### src/design/vqdcm_pkg.sv
// ----------------------------------------------------------------------------
// Virtqueue descriptor chain manager package
// Shared sizes, codes and field widths of the descriptor free list block.
// ----------------------------------------------------------------------------
`default_nettype none

package vqdcm_pkg;

   localparam int QUEUE_DEPTH = 256;
   localparam int IDX_W       = $clog2(QUEUE_DEPTH);
   localparam int CNT_W       = IDX_W + 1;
   localparam int LEN_W       = 3;
   localparam int MASK_W      = 4;
   localparam int MAX_CHAIN   = 4;
   localparam int K_W         = $clog2(MAX_CHAIN);
   localparam int FLAG_W      = 2;
   localparam int ENTRY_W     = IDX_W + FLAG_W;
   localparam int CURSOR_W    = 16;
   localparam int STATUS_W    = 2;

   // Bit positions of the descriptor flags.
   localparam int FLAG_NEXT_BIT  = 0;
   localparam int FLAG_WRITE_BIT = 1;

   typedef enum logic [STATUS_W-1:0] {
      STATUS_ALLOCATED = 2'd0,
      STATUS_REFUSED   = 2'd1,
      STATUS_FREED     = 2'd2
   } status_type;

   typedef enum logic {
      KIND_ALLOCATE = 1'b0,
      KIND_COMPLETE = 1'b1
   } kind_type;

endpackage

`default_nettype wire

### src/design/vqdcm_if.sv
// ----------------------------------------------------------------------------
// Virtqueue descriptor chain manager channels
// Valid/ready request and response channels with their payload fields.
// ----------------------------------------------------------------------------
`default_nettype none

interface vqdcm_req_if;
   import vqdcm_pkg::*;

   logic              valid;
   logic              ready;
   logic              kind;
   logic [LEN_W-1:0]  chain_length;
   logic [MASK_W-1:0] writable_mask;
   logic [IDX_W-1:0]  used_head;

   modport source (output valid, kind, chain_length, writable_mask, used_head,
                   input ready);
   modport sink   (input valid, kind, chain_length, writable_mask, used_head,
                   output ready);
endinterface

interface vqdcm_rsp_if;
   import vqdcm_pkg::*;

   logic                valid;
   logic                ready;
   logic [STATUS_W-1:0] status;
   logic [IDX_W-1:0]    desc_index;
   logic                has_next;
   logic                device_writes;
   logic [IDX_W-1:0]    ring_slot;
   logic [CNT_W-1:0]    freed_count;
   logic [CNT_W-1:0]    free_left;
   logic                last;

   modport source (output valid, status, desc_index, has_next, device_writes,
                   ring_slot, freed_count, free_left, last,
                   input ready);
   modport sink   (input valid, status, desc_index, has_next, device_writes,
                   ring_slot, freed_count, free_left, last,
                   output ready);
endinterface

`default_nettype wire

### src/design/virtqueue_descriptor_chain_manager_core.sv
// An allocate item gives one result per cycle, one per descriptor of its chain,
// while the response channel is not stalled, and no new item is accepted until
// its last result. A refusal or a completion gives one result; a completion
// walks one descriptor per cycle through the descriptor RAM. Reset starts a
// pass that rebuilds the free list in the RAM, one entry per cycle, during
// which no item is accepted.
// ----------------------------------------------------------------------------
// Virtqueue descriptor chain manager core
// Keeps the descriptor table as a linked free list in one RAM of link and
// flag fields, allocates chains from the free head and returns used chains.
// ----------------------------------------------------------------------------
`default_nettype none

module virtqueue_descriptor_chain_manager_core (
   input wire logic   clock,
   input wire logic   reset,
   vqdcm_req_if.sink  req_chan,
   vqdcm_rsp_if.source rsp_chan
);
   import vqdcm_pkg::*;

   typedef enum logic [2:0] {
      ST_CLEAR,
      ST_IDLE,
      ST_ALLOC,
      ST_FREE,
      ST_REPLY
   } state_type;

   state_type         state_ff, state_in;
   logic [IDX_W-1:0]  clr_ff, clr_in;
   logic [IDX_W-1:0]  cur_ff, cur_in;
   logic [IDX_W-1:0]  free_head_ff, free_head_in;
   logic [CNT_W-1:0]  free_total_ff, free_total_in;
   logic [CURSOR_W-1:0] avail_ff, avail_in;
   logic [CURSOR_W-1:0] used_ff, used_in;
   logic [LEN_W-1:0]  len_ff, len_in;
   logic [K_W-1:0]    k_ff, k_in;
   logic [MASK_W-1:0] mask_ff, mask_in;
   logic [IDX_W-1:0]  slot_ff, slot_in;
   kind_type          kind_ff, kind_in;
   logic [IDX_W-1:0]  head_ff, head_in;
   logic [CNT_W-1:0]  freed_ff, freed_in;

   logic              rsp_valid_ff, rsp_valid_in;
   status_type        rsp_status_ff, rsp_status_in;
   logic [IDX_W-1:0]  rsp_index_ff, rsp_index_in;
   logic              rsp_next_ff, rsp_next_in;
   logic              rsp_write_ff, rsp_write_in;
   logic [IDX_W-1:0]  rsp_slot_ff, rsp_slot_in;
   logic [CNT_W-1:0]  rsp_freed_ff, rsp_freed_in;
   logic [CNT_W-1:0]  rsp_left_ff, rsp_left_in;
   logic              rsp_last_ff, rsp_last_in;

   logic               fwd_hit_ff, fwd_hit_in;
   logic [ENTRY_W-1:0] fwd_data_ff;

   logic               wr_en;
   logic [IDX_W-1:0]   wr_addr;
   logic [ENTRY_W-1:0] wr_data;
   logic [ENTRY_W-1:0] rd_data;
   logic [ENTRY_W-1:0] entry;
   logic [IDX_W-1:0]   link;
   logic [FLAG_W-1:0]  flags;
   logic               out_free;
   logic               is_last;
   logic [LEN_W-1:0]   len_sel;

   vqdcm_ram #(
      .WIDTH (ENTRY_W),
      .DEPTH (QUEUE_DEPTH)
   ) u_desc_ram (
      .clock   (clock),
      .wr_en   (wr_en),
      .wr_addr (wr_addr),
      .wr_data (wr_data),
      .rd_addr (cur_in),
      .rd_data (rd_data)
   );

   // The RAM is read every cycle at the next current descriptor, so its data
   // always belongs to cur_ff; a write to that entry in the same cycle is
   // forwarded around the RAM.
   assign entry = fwd_hit_ff ? fwd_data_ff : rd_data;
   assign link  = entry[IDX_W-1:0];
   assign flags = entry[ENTRY_W-1:IDX_W];

   assign out_free = !rsp_valid_ff || rsp_chan.ready;
   assign is_last  = (LEN_W'(k_ff) + LEN_W'(1)) == len_ff;
   assign fwd_hit_in = wr_en && (wr_addr == cur_in);

   always_comb begin
      priority if (req_chan.chain_length == '0) begin
         len_sel = LEN_W'(1);
      end else if (req_chan.chain_length > LEN_W'(MAX_CHAIN)) begin
         len_sel = LEN_W'(MAX_CHAIN);
      end else begin
         len_sel = req_chan.chain_length;
      end
   end

   assign req_chan.ready = (state_ff == ST_IDLE);

   always_comb begin
      state_in      = state_ff;
      clr_in        = clr_ff;
      cur_in        = cur_ff;
      free_head_in  = free_head_ff;
      free_total_in = free_total_ff;
      avail_in      = avail_ff;
      used_in       = used_ff;
      len_in        = len_ff;
      k_in          = k_ff;
      mask_in       = mask_ff;
      slot_in       = slot_ff;
      kind_in       = kind_ff;
      head_in       = head_ff;
      freed_in      = freed_ff;

      rsp_valid_in  = rsp_valid_ff && !rsp_chan.ready;
      rsp_status_in = rsp_status_ff;
      rsp_index_in  = rsp_index_ff;
      rsp_next_in   = rsp_next_ff;
      rsp_write_in  = rsp_write_ff;
      rsp_slot_in   = rsp_slot_ff;
      rsp_freed_in  = rsp_freed_ff;
      rsp_left_in   = rsp_left_ff;
      rsp_last_in   = rsp_last_ff;

      wr_en   = 1'b0;
      wr_addr = cur_ff;
      wr_data = entry;

      unique case (state_ff)
         ST_CLEAR: begin
            // Rebuild the reset free list: entry i links to i minus one.
            wr_en   = 1'b1;
            wr_addr = clr_ff;
            wr_data = {FLAG_W'(0), clr_ff - IDX_W'(1)};
            clr_in  = clr_ff + IDX_W'(1);
            if (clr_ff == IDX_W'(QUEUE_DEPTH - 1)) begin
               state_in = ST_IDLE;
            end
         end
         ST_IDLE: begin
            if (req_chan.valid) begin
               kind_in  = kind_type'(req_chan.kind);
               head_in  = req_chan.used_head;
               len_in   = len_sel;
               mask_in  = req_chan.writable_mask;
               freed_in = '0;
               if (req_chan.kind == KIND_COMPLETE) begin
                  cur_in = req_chan.used_head;
                  if (free_total_ff == CNT_W'(QUEUE_DEPTH)) begin
                     state_in = ST_REPLY;
                  end else begin
                     state_in = ST_FREE;
                  end
               end else if (free_total_ff < CNT_W'(len_sel)) begin
                  state_in = ST_REPLY;
               end else begin
                  free_total_in = free_total_ff - CNT_W'(len_sel);
                  cur_in        = free_head_ff;
                  k_in          = '0;
                  slot_in       = avail_ff[IDX_W-1:0];
                  state_in      = ST_ALLOC;
               end
            end
         end
         ST_ALLOC: begin
            if (out_free) begin
               wr_en         = 1'b1;
               wr_data       = {mask_ff[k_ff], !is_last, link};
               rsp_valid_in  = 1'b1;
               rsp_status_in = STATUS_ALLOCATED;
               rsp_index_in  = cur_ff;
               rsp_next_in   = !is_last;
               rsp_write_in  = mask_ff[k_ff];
               rsp_slot_in   = slot_ff;
               rsp_freed_in  = '0;
               rsp_left_in   = free_total_ff;
               rsp_last_in   = is_last;
               if (is_last) begin
                  free_head_in = link;
                  avail_in     = avail_ff + CURSOR_W'(1);
                  state_in     = ST_IDLE;
               end else begin
                  k_in   = k_ff + K_W'(1);
                  cur_in = link;
               end
            end
         end
         ST_FREE: begin
            // Push the descriptor on the free list; its old link is the chain.
            wr_en         = 1'b1;
            wr_data       = {flags, free_head_ff};
            free_head_in  = cur_ff;
            free_total_in = free_total_ff + CNT_W'(1);
            freed_in      = freed_ff + CNT_W'(1);
            cur_in        = link;
            if (!flags[FLAG_NEXT_BIT] || free_total_ff == CNT_W'(QUEUE_DEPTH - 1)) begin
               state_in = ST_REPLY;
            end
         end
         ST_REPLY: begin
            if (out_free) begin
               rsp_valid_in = 1'b1;
               rsp_next_in  = 1'b0;
               rsp_write_in = 1'b0;
               rsp_left_in  = free_total_ff;
               rsp_last_in  = 1'b1;
               if (kind_ff == KIND_COMPLETE) begin
                  rsp_status_in = STATUS_FREED;
                  rsp_index_in  = head_ff;
                  rsp_slot_in   = used_ff[IDX_W-1:0];
                  rsp_freed_in  = freed_ff;
                  used_in       = used_ff + CURSOR_W'(1);
               end else begin
                  rsp_status_in = STATUS_REFUSED;
                  rsp_index_in  = '0;
                  rsp_slot_in   = '0;
                  rsp_freed_in  = '0;
               end
               state_in = ST_IDLE;
            end
         end
         default: begin
            state_in = ST_CLEAR;
         end
      endcase
   end

   always_ff @(posedge clock) begin
      if (reset) begin
         state_ff      <= ST_CLEAR;
         clr_ff        <= '0;
         free_head_ff  <= IDX_W'(QUEUE_DEPTH - 1);
         free_total_ff <= CNT_W'(QUEUE_DEPTH);
         avail_ff      <= '0;
         used_ff       <= '0;
         rsp_valid_ff  <= 1'b0;
         fwd_hit_ff    <= 1'b0;
      end else begin
         state_ff      <= state_in;
         clr_ff        <= clr_in;
         free_head_ff  <= free_head_in;
         free_total_ff <= free_total_in;
         avail_ff      <= avail_in;
         used_ff       <= used_in;
         rsp_valid_ff  <= rsp_valid_in;
         fwd_hit_ff    <= fwd_hit_in;
      end
      cur_ff        <= cur_in;
      len_ff        <= len_in;
      k_ff          <= k_in;
      mask_ff       <= mask_in;
      slot_ff       <= slot_in;
      kind_ff       <= kind_in;
      head_ff       <= head_in;
      freed_ff      <= freed_in;
      fwd_data_ff   <= wr_data;
      rsp_status_ff <= rsp_status_in;
      rsp_index_ff  <= rsp_index_in;
      rsp_next_ff   <= rsp_next_in;
      rsp_write_ff  <= rsp_write_in;
      rsp_slot_ff   <= rsp_slot_in;
      rsp_freed_ff  <= rsp_freed_in;
      rsp_left_ff   <= rsp_left_in;
      rsp_last_ff   <= rsp_last_in;
   end

   assign rsp_chan.valid         = rsp_valid_ff;
   assign rsp_chan.status        = rsp_status_ff;
   assign rsp_chan.desc_index    = rsp_index_ff;
   assign rsp_chan.has_next      = rsp_next_ff;
   assign rsp_chan.device_writes = rsp_write_ff;
   assign rsp_chan.ring_slot     = rsp_slot_ff;
   assign rsp_chan.freed_count   = rsp_freed_ff;
   assign rsp_chan.free_left     = rsp_left_ff;
   assign rsp_chan.last          = rsp_last_ff;

endmodule

`default_nettype wire

### src/design/vqdcm_ram.sv
// ----------------------------------------------------------------------------
// Generic simple dual-port RAM
// One write port and one read port with registered read data.
// ----------------------------------------------------------------------------
`default_nettype none

module vqdcm_ram #(
   parameter int WIDTH = 8,
   parameter int DEPTH = 256
) (
   input  wire logic                     clock,
   input  wire logic                     wr_en,
   input  wire logic [$clog2(DEPTH)-1:0] wr_addr,
   input  wire logic [WIDTH-1:0]         wr_data,
   input  wire logic [$clog2(DEPTH)-1:0] rd_addr,
   output logic      [WIDTH-1:0]         rd_data
);

   logic [WIDTH-1:0] mem [DEPTH];

   always_ff @(posedge clock) begin
      if (wr_en) begin
         mem[wr_addr] <= wr_data;
      end
      rd_data <= mem[rd_addr];
   end

endmodule

`default_nettype wire

### src/flat_wrapper.sv
// flat-port wrapper written by rule: the top's interface ports become plain ports
module virtqueue_descriptor_chain_manager_core_flat import vqdcm_pkg::*;
  (clock, reset, req_chan_valid, req_chan_kind, req_chan_chain_length, req_chan_writable_mask, req_chan_used_head, req_chan_ready, rsp_chan_valid, rsp_chan_status, rsp_chan_desc_index, rsp_chan_has_next, rsp_chan_device_writes, rsp_chan_ring_slot, rsp_chan_freed_count, rsp_chan_free_left, rsp_chan_last, rsp_chan_ready);
  vqdcm_req_if req_chan_i ();
  vqdcm_rsp_if rsp_chan_i ();
  input wire logic clock;
  input wire logic reset;
  input wire logic [$bits(req_chan_i.valid)-1:0] req_chan_valid;
  input wire logic [$bits(req_chan_i.kind)-1:0] req_chan_kind;
  input wire logic [$bits(req_chan_i.chain_length)-1:0] req_chan_chain_length;
  input wire logic [$bits(req_chan_i.writable_mask)-1:0] req_chan_writable_mask;
  input wire logic [$bits(req_chan_i.used_head)-1:0] req_chan_used_head;
  output wire logic [$bits(req_chan_i.ready)-1:0] req_chan_ready;
  output wire logic [$bits(rsp_chan_i.valid)-1:0] rsp_chan_valid;
  output wire logic [$bits(rsp_chan_i.status)-1:0] rsp_chan_status;
  output wire logic [$bits(rsp_chan_i.desc_index)-1:0] rsp_chan_desc_index;
  output wire logic [$bits(rsp_chan_i.has_next)-1:0] rsp_chan_has_next;
  output wire logic [$bits(rsp_chan_i.device_writes)-1:0] rsp_chan_device_writes;
  output wire logic [$bits(rsp_chan_i.ring_slot)-1:0] rsp_chan_ring_slot;
  output wire logic [$bits(rsp_chan_i.freed_count)-1:0] rsp_chan_freed_count;
  output wire logic [$bits(rsp_chan_i.free_left)-1:0] rsp_chan_free_left;
  output wire logic [$bits(rsp_chan_i.last)-1:0] rsp_chan_last;
  input wire logic [$bits(rsp_chan_i.ready)-1:0] rsp_chan_ready;
  assign req_chan_i.valid = req_chan_valid;
  assign req_chan_i.kind = req_chan_kind;
  assign req_chan_i.chain_length = req_chan_chain_length;
  assign req_chan_i.writable_mask = req_chan_writable_mask;
  assign req_chan_i.used_head = req_chan_used_head;
  assign req_chan_ready = req_chan_i.ready;
  assign rsp_chan_valid = rsp_chan_i.valid;
  assign rsp_chan_status = rsp_chan_i.status;
  assign rsp_chan_desc_index = rsp_chan_i.desc_index;
  assign rsp_chan_has_next = rsp_chan_i.has_next;
  assign rsp_chan_device_writes = rsp_chan_i.device_writes;
  assign rsp_chan_ring_slot = rsp_chan_i.ring_slot;
  assign rsp_chan_freed_count = rsp_chan_i.freed_count;
  assign rsp_chan_free_left = rsp_chan_i.free_left;
  assign rsp_chan_last = rsp_chan_i.last;
  assign rsp_chan_i.ready = rsp_chan_ready;
  virtqueue_descriptor_chain_manager_core u_core (.clock(clock), .reset(reset), .req_chan(req_chan_i), .rsp_chan(rsp_chan_i));
endmodule
### config.mk
export PLATFORM = sky130hd
export DESIGN_NAME = virtqueue_descriptor_chain_manager_core_flat
export DESIGN_NICKNAME = d
export VERILOG_FILES = /design/src/design/vqdcm_pkg.sv /design/src/design/vqdcm_if.sv /design/src/design/virtqueue_descriptor_chain_manager_core.sv /design/src/design/vqdcm_ram.sv /design/src/flat_wrapper.sv
export SDC_FILE = /design/constraint.sdc
export NUM_CORES = 2
export LEC_CHECK = 0
export CORE_MARGIN = 2
export CORE_UTILIZATION = 55
export CTS_CLUSTER_SIZE = 25
export DETAILED_ROUTE_END_ITERATION = 8
export DONT_BUFFER_PORTS = 1
export PLACE_DENSITY = 0.73
export SYNTH_ARGS = -nofsm -noshare
export SYNTH_HDL_FRONTEND = slang
export SYNTH_SLANG_ARGS = --single-unit
### constraint.sdc
create_clock -name clock -period 14.15 [get_ports clock]
set_input_delay 1.415 -clock clock [delete_from_list [all_inputs] [get_ports clock]]
set_output_delay 1.415 -clock clock [all_outputs]
set_load 0.01 [all_outputs]
# [Word-level counts from Yosys, hierarchy flattened]
# Memories as Yosys holds them, arrays and structs flattened. A register that Yosys moved wholly into a read port is not among the register bits.
# Index checks and enable logic that the tools add are counted.
[op_classes] order_cmp=3 n_reduce_logical=27 n_mux=69 bitwise=2 addsub=9 n_eq_ne=18
[ops] operator="$mux W8" n=14
[ops] operator="$mux W9" n=7
[ops] operator="$pmux W9 S2" n=3
[ops] operator="$pmux W8 S2" n=3
[ops] operator="$mux W3" n=11
[ops] operator="$add A16 B1 Y16 const B" n=2
[ops] operator="$pmux W10 S3" n=1
[ops] operator="$pmux W8 S3" n=1
[ops] operator="$mux W10" n=2
[ops] operator="$add A9 B1 Y9 const B" n=2
[ops] operator="$mux W2" n=8
[ops] operator="$pmux W3 S5" n=1
[ops] operator="$reduce_and A3 Y1" n=4
[ops] operator="$reduce_and A6 Y1" n=2
[ops] operator="$mux W1" n=11
[ops] operator="$ne A2 B1 Y1 const B" n=5
[ops] operator="$eq A9 B8 Y1 const B" n=1
[ops] operator="$eq A9 B9 Y1 const B" n=1
[ops] operator="$lt A9 B3 Y1" n=1
[ops] operator="$sub A9 B3 Y9" n=1
[ops] operator="$add A8 B1 Y8 const B" n=1
[ops] operator="$eq A8 B8 Y1" n=1
[ops] operator="$eq A8 B8 Y1 const B" n=1
[ops] operator="$ne A2 B2 Y1 const B" n=4
[ops] operator="21 further kinds" n=40
[word_totals] ram_bits=2560 register_bits=154 mem_count=1 input_bits=20
[memory_table] memory="u_core.u_desc_ram.mem" depth=256 width=10 rd=1 rd_ports_with_merged_regs=1 wr=1 line="vqdcm_ram.sv:19" source="logic [WIDTH-1:0] mem [DEPTH];"

# [Logic depth before layout (Yosys ltp)]
[logic_depth] word_depth=10 ltp_mapped=19 mapped_depth_nobuf=15

# [Cells and area by module]
# A second synthesis with hierarchy kept.
[hier_totals] hier_cells=5273 area_unflattened_um2=105662.6
[by_module_without_submodules] module="vqdcm_ram" cells_each=4642 seq_area_each_um2=77073.9 n_inst=1 area_per_inst_um2=99253.9
[by_module_without_submodules] module="virtqueue_descriptor_chain_manager_core" cells_each=631 seq_area_each_um2=3503.4 n_inst=1 area_per_inst_um2=6408.6

# [Worst setup path after synthesis]
# No wires, ideal clock.
[synth_path] path_kind="reg-to-reg" from="register u_core.state_ff[1]" to="memory u_core.u_desc_ram.mem[0][2] (netlist name) (data pin)" path_slack_ps=344 arrival_ps=11608 path_buffers=4 path_stages_with_launch=8 synth_period_minus_slack_ps=13806 cell_sequence="dfxtp_1 > buf_2 > clkbuf_1 > or3_1 > clkbuf_1 > clkbuf_1 > nand2_1 > o21ai_0"
[synth_between] elab_chain_cells=2 elab_cells_between_ends=4 classes_between="eq/ne (2); mux (1); reduce/logical (1)"
[synth_lines] element="start: declaration" line="virtqueue_descriptor_chain_manager_core.sv:30" source="state_type state_ff, state_in;"
[synth_lines] element="start signal: assignment" line="virtqueue_descriptor_chain_manager_core.sv:244" source="state_ff <= state_in;"
[synth_lines] element="$eq A3 B2 Y1 / $logic_not A3 Y1 (equally long branches)" line="virtqueue_descriptor_chain_manager_core.sv:134" source="unique case (state_ff)"
[synth_lines] element="$pmux W10 S3 (*)" line="virtqueue_descriptor_chain_manager_core.sv:134"
[synth_lines] element="net u_core.u_desc_ram.wr_data[2]" line="vqdcm_ram.sv:14" source="input wire logic [WIDTH-1:0] wr_data,"
[synth_lines] element="end: declaration" line="vqdcm_ram.sv:19"
# The timed path passes the listed nets; every way through them passes the cells marked *.

# [Worst setup path after layout]
[layout_path] from="register u_core.k_ff[0]" to="register u_core.u_desc_ram.rd_data[6] (read register of u_core.u_desc_ram.mem)"
[layout_between] elab_chain_cells=5
[layout_lines] element="start: declaration" line="virtqueue_descriptor_chain_manager_core.sv:38" source="logic [K_W-1:0] k_ff, k_in;"
[layout_lines] element="start signal: assignment" line="virtqueue_descriptor_chain_manager_core.sv:255" source="k_ff <= k_in;"
[layout_lines] element="$add A2 B1 Y3" line="virtqueue_descriptor_chain_manager_core.sv:89" source="assign is_last = (LEN_W'(k_ff) + LEN_W'(1)) == len_ff;"
[layout_lines] element="$eq A3 B3 Y1" line="virtqueue_descriptor_chain_manager_core.sv:89"
[layout_lines] element="$mux W8" line="virtqueue_descriptor_chain_manager_core.sv:183" source="if (is_last) begin"
[layout_lines] element="$mux W8" line="virtqueue_descriptor_chain_manager_core.sv:171" source="if (out_free) begin"
[layout_lines] element="$pmux W8 S3" line="virtqueue_descriptor_chain_manager_core.sv:134"
[layout_lines] element="end: declaration" line="vqdcm_ram.sv:16" source="output logic [WIDTH-1:0] rd_data"
# No other way between the ends.
# A chain may end at the register's enable or synchronous reset.

==> impl_metrics.ini <==
[yosys]
seq_area_frac_synth_pct = 73.92
synth_top_area_share_pct = 72.45
syn-cell-area_um2 = 98560
postSynthAreaPerCell_um2 = 14.40
synth_edf_count = 2378
netlist_instances = 6842
synth-seq-cells = 2450
ys_types = 85
synth.top_cells.by_area = edfxtp_1 72%, nand2_1 3.9%, mux2i_1 3.2%
async_flop_share_pct = 0
synthFlopType = edfxtp_1
synth_top_area_cell = edfxtp_1
synth.net_count = 6875
yosysWarnings = 0

[timing]
max_clock_freq_ghz = 0.1316
hold_violations = 0
period_share_pct = 53.69
setup_ws_ns = 6.552
max_slew_margin_pct = 7.013
final.setup.tns_ns = 0
period_needed_ns = 7.598
fin_skew_ns = 0.05585
finalSetupViolations = 0
timing.final.max_slew_violations = 0
rsz0062_at_grt = false
tightest_slew_ns = 1.373

[setup_path]
crit_type = flip-flop to flip-flop
path_delay_family = compound AO/OA/AOI/OAI gates
cp-endpoint = u_core.u_desc_ram.rd_data[6]
worst-r2r-setup-slack_ns = 6.55
rr_worst_depth = 16
critPathRequiredTime_ns = 14.86
critPathBufInv = 4
end_kind = flip-flop
cp_data_arrival_time_ns = 8.31
cpMostUsedCell = buf_4
path_cells = ha_1, xor2_1, nor4_1, o31ai_1, a21o_1, nor2_4, inv_4, buf_4, nand2_4, buf_4, buf_4, a21oi_1, o41ai_1, a21oi_1, o41ai_1, nand4_1
slowest_stage = o41ai_1
crit_cells = 16
slowest_delay_ns = 1.14
critPathMaxFanout = 43
reg2reg_from = u_core.k_ff[0]
reg2reg_to = u_core.u_desc_ram.rd_data[6]
critPathLaunchType = flip-flop
startpoint = u_core.k_ff[0]

[die]
initial_core_util_pct = 55.30
ios = 61
core_region_area_um2 = 178200
fp.dieW_um = 427.3
fp.dieArea_um2 = 182600
die_y_um = 427.3
rows = 155

[layout]
mostFrequentLayoutCells = 2378 x edfxtp_1, 1014 x nand2_1, 388 x nor2_1
area_growth_syn_to_layout_pct = 10.08
drive_above_1_share_pct = 8.373
utilization_pct = 60.87
layout_commonest_cell = edfxtp_1
nets = 6758

[routing]
drc = 0
initialDrtViolationCount = 9355
vias = 61740
drt_first_pass_iters = 8
routed_wl_um = 267700
vias_per_cell = 6.648
ant_nets = 0
post_drt_wl_per_cell_um = 28.83

[power_and_ir_drop]
p_per_area_nw_per_um2 = 259.5
swShare_pct = 41.73
switching_power_mw = 11.75
p_clk_share_pct = 22.1
ir_drop_mv = 0.4379
comb_power_share_pct = 41.5
leakage_nw = 35.68
pwr-share-seq_pct = 36.4
intPower_mw = 16.40

[global_route]
grt-ovfl-total = 0
antenna_found_initial = 12
grt_pass1_wl_um = 390400
grt_usage_pct = 28.93
grt_pass1_vias = 58910
grt_max_degree = 226

[clocking]
cts_tree = yes
path_clk_slew_ns = 0.07
cts_resized = 0
numCtsBuffers = 231
htreeDepth = 4
cts_sinks = 2450
postCtsSetupBuffers = 0
cts-root-buf = clkbuf_16
cts_buffer_depth = 3
hold_buffers = 0
clk_latency_ns = 0.91

[placed_design]
gp_congestion = 0.9254
dp_hpwl_um = 155200
dp_slack_ns = 6.060
io_buffers = 0

[outcome]
status = complete, no violations

[min_path]
holdCritPathClass = flip-flop to flip-flop

[run]
max_cap_viol_count = 0
==> stage by stage <==
step                      std cells  hold slack [ns]  power [mW]  instance area (um2)
final                          9287           0.4530       28.15               108500
after global routing           9282           0.4840       29.00               108500
after CTS                      9281           0.4586       27.86               108500
after detailed placement       8846           0.4428       21.75               100800
after global placement         8845           0.4427       21.48               100800
after floorplan                6842           0.4280       18.36                98560
==> cell families (layout without fill, tap and decap cells) <==
logic type | after synthesis | after routing | synth area share (%)
multiplexers | 360 | 360 | 4.161
XOR/XNOR | 50 | 50 | 0.4443
adder cells (fa/ha/maj) | 13 | 13 | 0.1726
buffers and inverters | 510 | 595 | 2.238
AO/OA/AOI/OAI | 1347 | 1347 | 9.436
AND/OR/NAND/NOR | 2112 | 2112 | 9.632
other | 0 | 5 | 0
flip-flops | 2450 | 2450 | 73.92
==> sequential cells by signal, summed over array words and instances, names as in the netlist, 8 cells and up <==
signal and count:
u_core.fwd_data_ff 9, u_core.slot_ff 8, u_core.rsp_chan.desc_index 8, u_core.rsp_chan.ring_slot 8, u_core.cur_ff 8, u_core.used_ff 8, u_core.free_head_ff 8, u_core.freed_ff 9
u_core.rsp_chan.free_left 9, u_core.clr_ff 8, u_core.head_ff 8, u_core.free_total_ff 9, u_core.u_desc_ram.mem 2304, u_core.u_desc_ram.rd_data 9, u_core.avail_ff 8, u_core.rsp_chan.freed_count 9
==> power by group through the flow <==
stage	Clock, mW	Sequential (mW)	Combinational, mW
floorplan	0	11.5	6.86
global placement	0	10.4	11.1
detailed placement	0	10.4	11.4
CTS	6.24	10.2	11.4
global route	6.52	10.3	12.2
finish	6.21	10.3	11.7
==> metal layers <==
metal,up-vias,GRT usage (%),part of all wire (%)
met5,-,0,0.025
met4,10,13.02,4.8
met3,673,7.303,12
met2,3979,44.16,46
met1,30790,39.43,37
li1,26280,-,-
==> cells in the mapped netlist (14+ instances only) <==
cell type	n
a2111o_1	16
a2111oi_0	33
a211o_1	27
a211oi_1	201
a21oi_1	360
a221o_1	18
a221oi_1	75
a311oi_1	47
a31oi_1	58
a32oi_1	27
and2_1	14
and3_1	162
buf_1	60
buf_2	150
clkbuf_1	238
dfxtp_1	72
edfxtp_1	2378
inv_1	34
mux2i_1	313
mux4_2	39
nand2_1	1031
nand3_1	188
nand4_1	77
nor2_1	392
nor2b_1	62
nor3_1	59
nor4_1	50
o2111ai_1	16
o21ai_0	152
o21ai_1	14
o221ai_1	27
o22ai_1	88
o311a_1	16
o31ai_1	26
o41ai_1	35
xnor2_1	20
xor2_1	30
==> worst min-delay path by stage <==
stage	start	end	slack, ns	cells past startpoint
2_1_floorplan	u_core.avail_ff[7]	u_core.slot_ff[7]	0.43	0
3_3_place_gp	u_core.avail_ff[7]	u_core.slot_ff[7]	0.44	0
3_5_place_dp	u_core.avail_ff[7]	u_core.slot_ff[7]	0.44	0
4_1_cts	u_core.avail_ff[7]	u_core.slot_ff[7]	0.46	0
5_1_grt	u_core.avail_ff[7]	u_core.slot_ff[7]	0.48	0
6_report	u_core.avail_ff[7]	u_core.slot_ff[7]	0.45	0
==> worst register-to-register path: stages, from the launching register on <==
cell and delay, ns:
edfxtp_1 0.46, ha_1 0.25, xor2_1 0.19, nor4_1 0.84
o31ai_1 0.27, a21o_1 0.29, nor2_4 0.84, inv_4 0.43
buf_4 0.45, nand2_4 0.21, buf_4 0.54, buf_4 0.63
a21oi_1 0.13, o41ai_1 0.52, a21oi_1 0.08, o41ai_1 1.14
nand4_1 0.17
==> cell type report <==
| cell class | instances | area, um2 |
|---|---|---|
| Multi-Input combinational cell | 3882 | 23840 |
| Sequential cell | 2450 | 72850 |
| Clock buffer | 285 | 6055 |
| Antenna cell | 5 | 12.51 |
| Timing Repair Buffer | 120 | 1036 |
| Clock inverter | 150 | 1580 |
| Inverter | 40 | 168.9 |
| Tap cell | 2355 | 2947 |
| Fill cell | 12780 | 69730 |
No activity file was read; power rests on OpenSTA's default activity.
